===== config.mk =====
export PLATFORM = sky130hd
export DESIGN_NAME = ism_alu
export DESIGN_NICKNAME = d
export VERILOG_FILES = /design/src/hdl/ism_pkg.sv /design/src/hdl/ism_alu.sv
export SDC_FILE = /design/constraint.sdc
export NUM_CORES = 2
export LEC_CHECK = 0
export BUFFER_PORTS_ARGS = -buffer_cell sky130_fd_sc_hd__buf_2
export CAP_MARGIN = 20
export CORE_UTILIZATION = 65
export DETAILED_ROUTE_END_ITERATION = 8
export PLACE_DENSITY_LB_ADDON = 0.05
export SLEW_MARGIN = 30
export SYNTH_ARGS = -nofsm -noshare
export SYNTH_HDL_FRONTEND = slang
export SYNTH_SLANG_ARGS = --single-unit

===== constraint.sdc =====
create_clock -name aclk -period 17 [get_ports aclk]
set_input_delay 2.55 -clock aclk [delete_from_list [all_inputs] [get_ports aclk]]
set_output_delay 2.55 -clock aclk [all_outputs]
set_load 0.02 [all_outputs]

===== src/hdl/ism_pkg.sv =====
`timescale 1ns / 1ps

package ism_pkg;

    localparam int DATA_W   = 32;
    localparam int MODE_W   = 3;
    localparam int STATUS_W = 3;
    localparam int DEPTH_W  = 11;
    localparam int DEPTH_DEF = 1024;

    typedef enum logic [MODE_W-1:0] {
        MODE_HALT    = 3'd0,
        MODE_ADD     = 3'd1,
        MODE_SUB     = 3'd2,
        MODE_MUL     = 3'd3,
        MODE_DIV     = 3'd4,
        MODE_PUSH    = 3'd5,
        MODE_POP     = 3'd6,
        MODE_UNKNOWN = 3'd7
    } mode_t;

    typedef enum logic [STATUS_W-1:0] {
        ST_OK    = 3'd0,
        ST_HALT  = 3'd1,
        ST_UNDER = 3'd2,
        ST_OVER  = 3'd3,
        ST_DIVZ  = 3'd4
    } status_t;

    typedef enum logic [1:0] {
        OP_ADD,
        OP_SUB,
        OP_MUL,
        OP_DIV
    } alu_op_t;

    typedef struct packed {
        logic    start;
        alu_op_t op;
    } alu_req_t;

    typedef enum logic [1:0] {
        AS_IDLE,
        AS_DIV,
        AS_FIX
    } alu_state_t;

    typedef enum logic [2:0] {
        SQ_IDLE,
        SQ_DECODE,
        SQ_POP,
        SQ_READ2,
        SQ_LOAD,
        SQ_CALC,
        SQ_FINISH
    } seq_state_t;

endpackage


===== src/hdl/ism_alu.sv =====
`timescale 1ns / 1ps

module ism_alu import ism_pkg::*; (
    input  logic              aclk,
    input  logic              aresetn,
    input  alu_req_t          req,
    input  logic [DATA_W-1:0] a,
    input  logic [DATA_W-1:0] b,
    output logic              done,
    output logic [DATA_W-1:0] y
);

    localparam int CNT_W = $clog2(DATA_W);

    alu_state_t        state_reg, state_next;
    logic              done_reg, done_next;
    logic [DATA_W-1:0] y_reg, y_next;
    logic [DATA_W-1:0] q_reg, q_next;
    logic [DATA_W-1:0] rem_reg, rem_next;
    logic [DATA_W-1:0] dmag_reg, dmag_next;
    logic              neg_reg, neg_next;
    logic [CNT_W-1:0]  cnt_reg, cnt_next;

    logic [DATA_W-1:0] mul_lo;
    logic [DATA_W:0]   rem_shift;
    logic              ge;

    assign mul_lo    = a * b;
    assign rem_shift = {rem_reg, q_reg[DATA_W-1]};
    assign ge        = rem_shift >= {1'b0, dmag_reg};

    always_ff @(posedge aclk) begin
        if (!aresetn) begin
            state_reg <= AS_IDLE;
            done_reg  <= 1'b0;
        end else begin
            state_reg <= state_next;
            done_reg  <= done_next;
        end
    end

    always_ff @(posedge aclk) begin
        y_reg    <= y_next;
        q_reg    <= q_next;
        rem_reg  <= rem_next;
        dmag_reg <= dmag_next;
        neg_reg  <= neg_next;
        cnt_reg  <= cnt_next;
    end

    always_comb begin
        state_next = state_reg;
        done_next  = 1'b0;
        y_next     = y_reg;
        q_next     = q_reg;
        rem_next   = rem_reg;
        dmag_next  = dmag_reg;
        neg_next   = neg_reg;
        cnt_next   = cnt_reg;
        unique case (state_reg)
            AS_IDLE: begin
                if (req.start) begin
                    unique case (req.op)
                        OP_ADD: begin
                            y_next    = a + b;
                            done_next = 1'b1;
                        end
                        OP_SUB: begin
                            y_next    = a - b;
                            done_next = 1'b1;
                        end
                        OP_MUL: begin
                            y_next    = mul_lo;
                            done_next = 1'b1;
                        end
                        OP_DIV: begin
                            // divide magnitudes, fix the sign at the end
                            q_next     = a[DATA_W-1] ? (~a + 1'b1) : a;
                            dmag_next  = b[DATA_W-1] ? (~b + 1'b1) : b;
                            neg_next   = a[DATA_W-1] ^ b[DATA_W-1];
                            rem_next   = '0;
                            cnt_next   = CNT_W'(DATA_W - 1);
                            state_next = AS_DIV;
                        end
                    endcase
                end
            end
            AS_DIV: begin
                // one restoring step per cycle, quotient bits shift into q
                if (ge) begin
                    rem_next = DATA_W'(rem_shift - {1'b0, dmag_reg});
                end else begin
                    rem_next = rem_shift[DATA_W-1:0];
                end
                q_next   = {q_reg[DATA_W-2:0], ge};
                cnt_next = cnt_reg - 1'b1;
                if (cnt_reg == '0) begin
                    state_next = AS_FIX;
                end
            end
            AS_FIX: begin
                y_next     = neg_reg ? (~q_reg + 1'b1) : q_reg;
                done_next  = 1'b1;
                state_next = AS_IDLE;
            end
            default: begin
                state_next = AS_IDLE;
            end
        endcase
    end

    assign done = done_reg;
    assign y    = y_reg;

endmodule


* Yosys cells after proc, flatten, opt, wreduce, memory -nomap -nowiden
Cells that the tools add are included.
** Storage, ports and cells
- Bits in registers :: 137
- Output and inout port bits :: 33
- Logic and storage cells :: 64
** Operators by class
- Multiplexer cells :: 23
- $add $sub $neg :: 7
- $mul :: 1
- Eq/ne operators :: 9
- Reductions and logical operators :: 10
- $lt $le $gt $ge :: 1
- Bitwise gates (word level) :: 4
** Operator list (count)
- $mux W32 :: 8
- $pmux W32 S2 :: 3
- $add A32 B1 Y32 const B :: 3
- $not A32 Y32 :: 3
- $pmux W32 S3 :: 1
- $sub A32 B32 Y32 :: 2
- $ge A33 B32 Y1 :: 1
- $add A32 B32 Y32 :: 1
- $mul A32 B32 Y32 :: 1
- $mux W31 :: 1
- $reduce_and A3 Y1 :: 4
- $mux W5 :: 2
- $pmux W5 S2 :: 1
- $eq A2 B2 Y1 const B :: 3
- $mux W2 :: 3
- $logic_not A5 Y1 :: 1
- $sub A5 B1 Y5 const B :: 1
- $eq A2 B1 Y1 const B :: 2
- $logic_not A2 Y1 :: 2
- $ne A2 B2 Y1 const B :: 2
- $ne A4 B1 Y1 const B :: 1
- $pmux W2 S2 :: 1
- $reduce_bool A2 Y1 :: 2
- $reduce_or A3 Y1 :: 1
- other kinds (4) :: 5

* Logic depth before layout (Yosys ltp)
- Word-level depth :: 6
- Depth in mapped cells :: 28
- Mapped depth without buffers :: 26

* Worst setup path after synthesis
OpenSTA, ideal clock, no wires.
- Path kind :: input port to flip-flop
- Start :: input port b[8]
- End :: register y_reg[30], in the netlist y[30] (data pin)
- Stages on the path :: 26
- Library setup time :: 0.255 ns
- Data required time :: 16.745 ns
- Path slack :: 7.582 ns
- Path buffers :: 2
- Data arrival time :: 9.163 ns
- Cells stage by stage :: clkbuf_1 -> buf_1 -> nand2_1 -> fa_1 -> inv_1 -> fa_1 -> fa_1 -> inv_1 -> fa_1 -> inv_1 -> fa_1 -> inv_1 -> fa_1 -> inv_1 -> fa_1 -> fa_1 -> ha_1 -> o211ai_1 -> or3_1 -> o21ai_0 -> nand4_1 -> a311oi_1 -> nand2_1 -> a31oi_1 -> a21oi_1 -> and3_1
** On the way
- Longest elaborated chain between the ends :: 4
- Elaborated cells between the ends (all ways) :: 6
** RTL lines
- from (decl) :: line ism_alu.sv:8 : input logic [DATA_W-1:0] b,
- $mul A32 B32 Y32 (tied with other cells) :: line ism_alu.sv:28 : assign mul_lo = a * b;
- $pmux W32 S3 * :: line ism_alu.sv:63 : unique case (req.op)
- $mux W32 * :: line ism_alu.sv:62 : if (req.start) begin
- $pmux W32 S2 * :: line ism_alu.sv:60 : unique case (state_reg)
- net y_next[30] :: line ism_alu.sv:17 : logic [DATA_W-1:0] y_reg, y_next;
- to (signal assigned) :: line ism_alu.sv:43 : y_reg <= y_next;
- to (decl) :: line ism_alu.sv:17
Mark *: on every way through the listed nets, which the timed path passes. The rest lies on a longest branch. The select of a mux whose other input is x is not followed.
A chain may end at the register's enable or synchronous reset.

* Final worst setup path
- Start :: input port b[5]
- End :: register y_reg[30], in the netlist y[30] (data pin)
Same word-level chain as after synthesis.

==> qor.txt <==
number of H-tree branching levels - 4
shortest clock period the worst path allows after layout - 9880 ps
most frequently used flop master after synthesis - edfxtp_1
required time of the critical path - 17200 ps
yosys synthesis warning count - 0
share of layout cells above drive strength 1 - 0.0583
startpoint type of the worst setup path - primary input
Worst-Margin Slew - 1000 ps
class of the tightest hold or removal check - reg2reg
Final HPWL DP - 59900 µm
setup_tns - 0 ps
leading cell type in the layout, fill and taps excluded - inv_1
number of antenna violations at the first check in global routing - 2
area occupied by multi-input gates - 20600 µm²
Worst Hold Path EP - state_reg[1]
area growth from synthesis to layout - 4.50%
share of the yosys chip area belonging to registers - 0.152
Final Wtd Congestion - 0.984
mean area per synthesized cell - 8.94 µm²
detailed-routing iteration count for the pre-antenna-repair pass - 6
total via count in the routed design - 21.6k
critical path start-end classification - in2reg
number of rows created at floorplan - 74
Clk Tree Root Cell - clkbuf_16
tightest slew margin relative to the limit - 0.333
data arrival at the endpoint of the critical path - 10070 ps
number of nets in the synthesized netlist - 3683
Synth area leader - fa_1
number of slew-limit violations in the final report - 0
routed wire length per instance - 22.6 µm
maximum fanout along the worst path - 31
vias per cell - 6.13
Syn Inst Count - 3013
number of routed nets with antenna violations - 0
count of hold-fix buffers inserted at cts - 0
number of distinct standard cells referenced by the synthesized netlist - 65
Buffers on Ports - 101
Worst Setup Slack, final - 7120 ps
Final Net Count - 3641
top cells by area in the synthesized netlist - fa_1, edfxtp_1, ha_1, and2_1, inv_1
core box area - 40800 µm²
ys async rst share - 0
number of enable-type register cells in the synthesized netlist - 134
vias in the first global route - 22.1k
die width - 206 µm
count of final setup violators - 0
achievable clock frequency - 0.101 GHz
hold path depth - 1
Die ar. - 42300 µm²
count of cells along the worst register-to-register path - 10
outcome - finished clean
endpoint of the most critical register-to-register path - q_reg[0]
number of buffers inserted by post-CTS setup repair - 0
fillcell total - 3322
fraction of the cycle the final worst path needs - 0.581
maximum number of buffers from clock root to sink - 2
final routed wirelength across all metal layers - 79600 µm
startpoint of the worst-slack reg-to-reg timing path - rem_reg[11]
I/O Pins - 102
FF+latch area - 4080 µm²
Yosys top cell area share - 0.305
pin count of the biggest net entering global routing - 78
leading cell types in the layout, fill and taps excluded - inv_1, fa_1, nand2_1, and2_1, ha_1
first-pass GRT wire length - 124000 µm
initial detailed-routing violation count - 2243
cts bufs inserted - 17
TritonCTS Sinks - 137
Cell Area, Synth - 26900 µm²
count of endpoints failing hold in the final timing report - 0
Residual DRC - 0
setup skew after layout - 9.38 ps
Worst Min Path Start - cnt_reg[4]
DIE HEIGHT - 206 µm
unrepaired setup endpoints after global routing - false
Overall Global Routing Usage - 0.394
starting utilization of the core area - 0.660
max-cap viol count - 0
post-placement setup slack - 6700 ps
global route overflow - 0
worst reg2reg setup slack - 13360 ps
endpoint kind of the worst setup timing path - flip-flop
Gates resized, CTS repair - 0
clock tree from TritonCTS - yes
clock latency on the worst-skew pair - 440 ps
clock input transition at the sequential cells of the worst setup and hold paths - 60 ps
register bit count reported by yosys - 137
==> layer usage <==
layer	global-route usage	vias to the layer above	share of wire
li1	-	9510	-
met1	0.533	10700	0.40
met2	0.638	1109	0.46
met3	0.0684	233	0.095
met4	0.144	2	0.040
met5	0	-	0.00078
==> layout make-up <==
type | instances | area share
flip-flops and latches | 137 | 0.145
inverters | 441 | 0.0588
multi-input cells | 2256 | 0.730
clock buffers | 19 | 0.0154
diodes | 3 | 0.000267
well taps | 532 | 0.0236
repair buffers | 118 | 0.0225
clock inverters | 13 | 0.00427
==> cells in the mapped netlist (5+ instances only) <==
| cell type | instances |
|---|---|
| a211oi_1 | 32 |
| a21boi_0 | 5 |
| a21o_1 | 33 |
| a21oi_1 | 93 |
| a22oi_1 | 5 |
| a311oi_1 | 5 |
| a31o_2 | 5 |
| a31oi_1 | 13 |
| a41oi_1 | 6 |
| and2_1 | 308 |
| and3_1 | 9 |
| buf_1 | 12 |
| clkbuf_1 | 162 |
| edfxtp_1 | 134 |
| fa_1 | 410 |
| ha_1 | 191 |
| inv_1 | 441 |
| mux2i_1 | 22 |
| nand2_1 | 373 |
| nand2b_1 | 21 |
| nand3_1 | 22 |
| nand4_1 | 8 |
| nor2_1 | 112 |
| nor2b_1 | 19 |
| nor3_1 | 22 |
| nor4_1 | 6 |
| o211ai_1 | 5 |
| o21a_1 | 11 |
| o21ai_0 | 113 |
| o21bai_1 | 8 |
| o22ai_1 | 9 |
| o31ai_1 | 43 |
| o41ai_1 | 8 |
| or2_2 | 9 |
| or3_1 | 26 |
| or4_1 | 12 |
| xnor2_1 | 138 |
| xor2_1 | 115 |
==> worst max path at each step <==
stage	from	end	slack, ps	cells after the start
6_report	b[5]	y[30]	7120	24
4_1_cts	b[3]	y[30]	7150	24
3_5_place_dp	b[5]	y[30]	6700	24
3_3_place_gp	b[3]	y[30]	6840	24
2_1_floorplan	b[8]	y[30]	7580	26
5_1_grt	b[2]	y[28]	6690	23
==> worst max-delay path, cell delays in order <==
cell	delay, ps
buf_2	580
and2_1	260
fa_1	420
fa_1	490
fa_1	510
inv_1	50
fa_1	480
inv_1	60
fa_1	510
inv_1	60
fa_1	530
inv_1	50
fa_1	490
fa_1	420
ha_1	380
o211ai_1	130
or3_1	380
o21ai_0	350
nand4_1	190
a311oi_1	640
nand2_1	110
a31oi_1	180
a21oi_1	50
and3_1	160
==> kinds of logic (layout without fill, tap and decap cells) <==
family / count (synthesis) / after routing / synth area share
flops: 137 / 137 / 0.152
fa+ha+maj: 601 / 601 / 0.393
xor+xnor: 253 / 253 / 0.0822
other cells: 0 / 3 / 0
compound gates: 416 / 416 / 0.0987
buf+inv: 620 / 591 / 0.0871
mux: 24 / 24 / 0.00901
simple gates: 962 / 962 / 0.178
==> through the flow <==
step                      hold slack (ps)  cell area (µm²)  std cells   util
after floorplan                       443            26900       3013      -
after global placement                464            27600       3484  0.676
after detailed placement              481            27600       3484  0.676
after CTS                             489            28100       3516  0.689
after global routing                  519            28200       3517  0.689
final                                 485            28200       3519  0.690
Power is not shown: default switching activity piles up to over one toggle a cycle in this logic, so the estimate is an artifact.
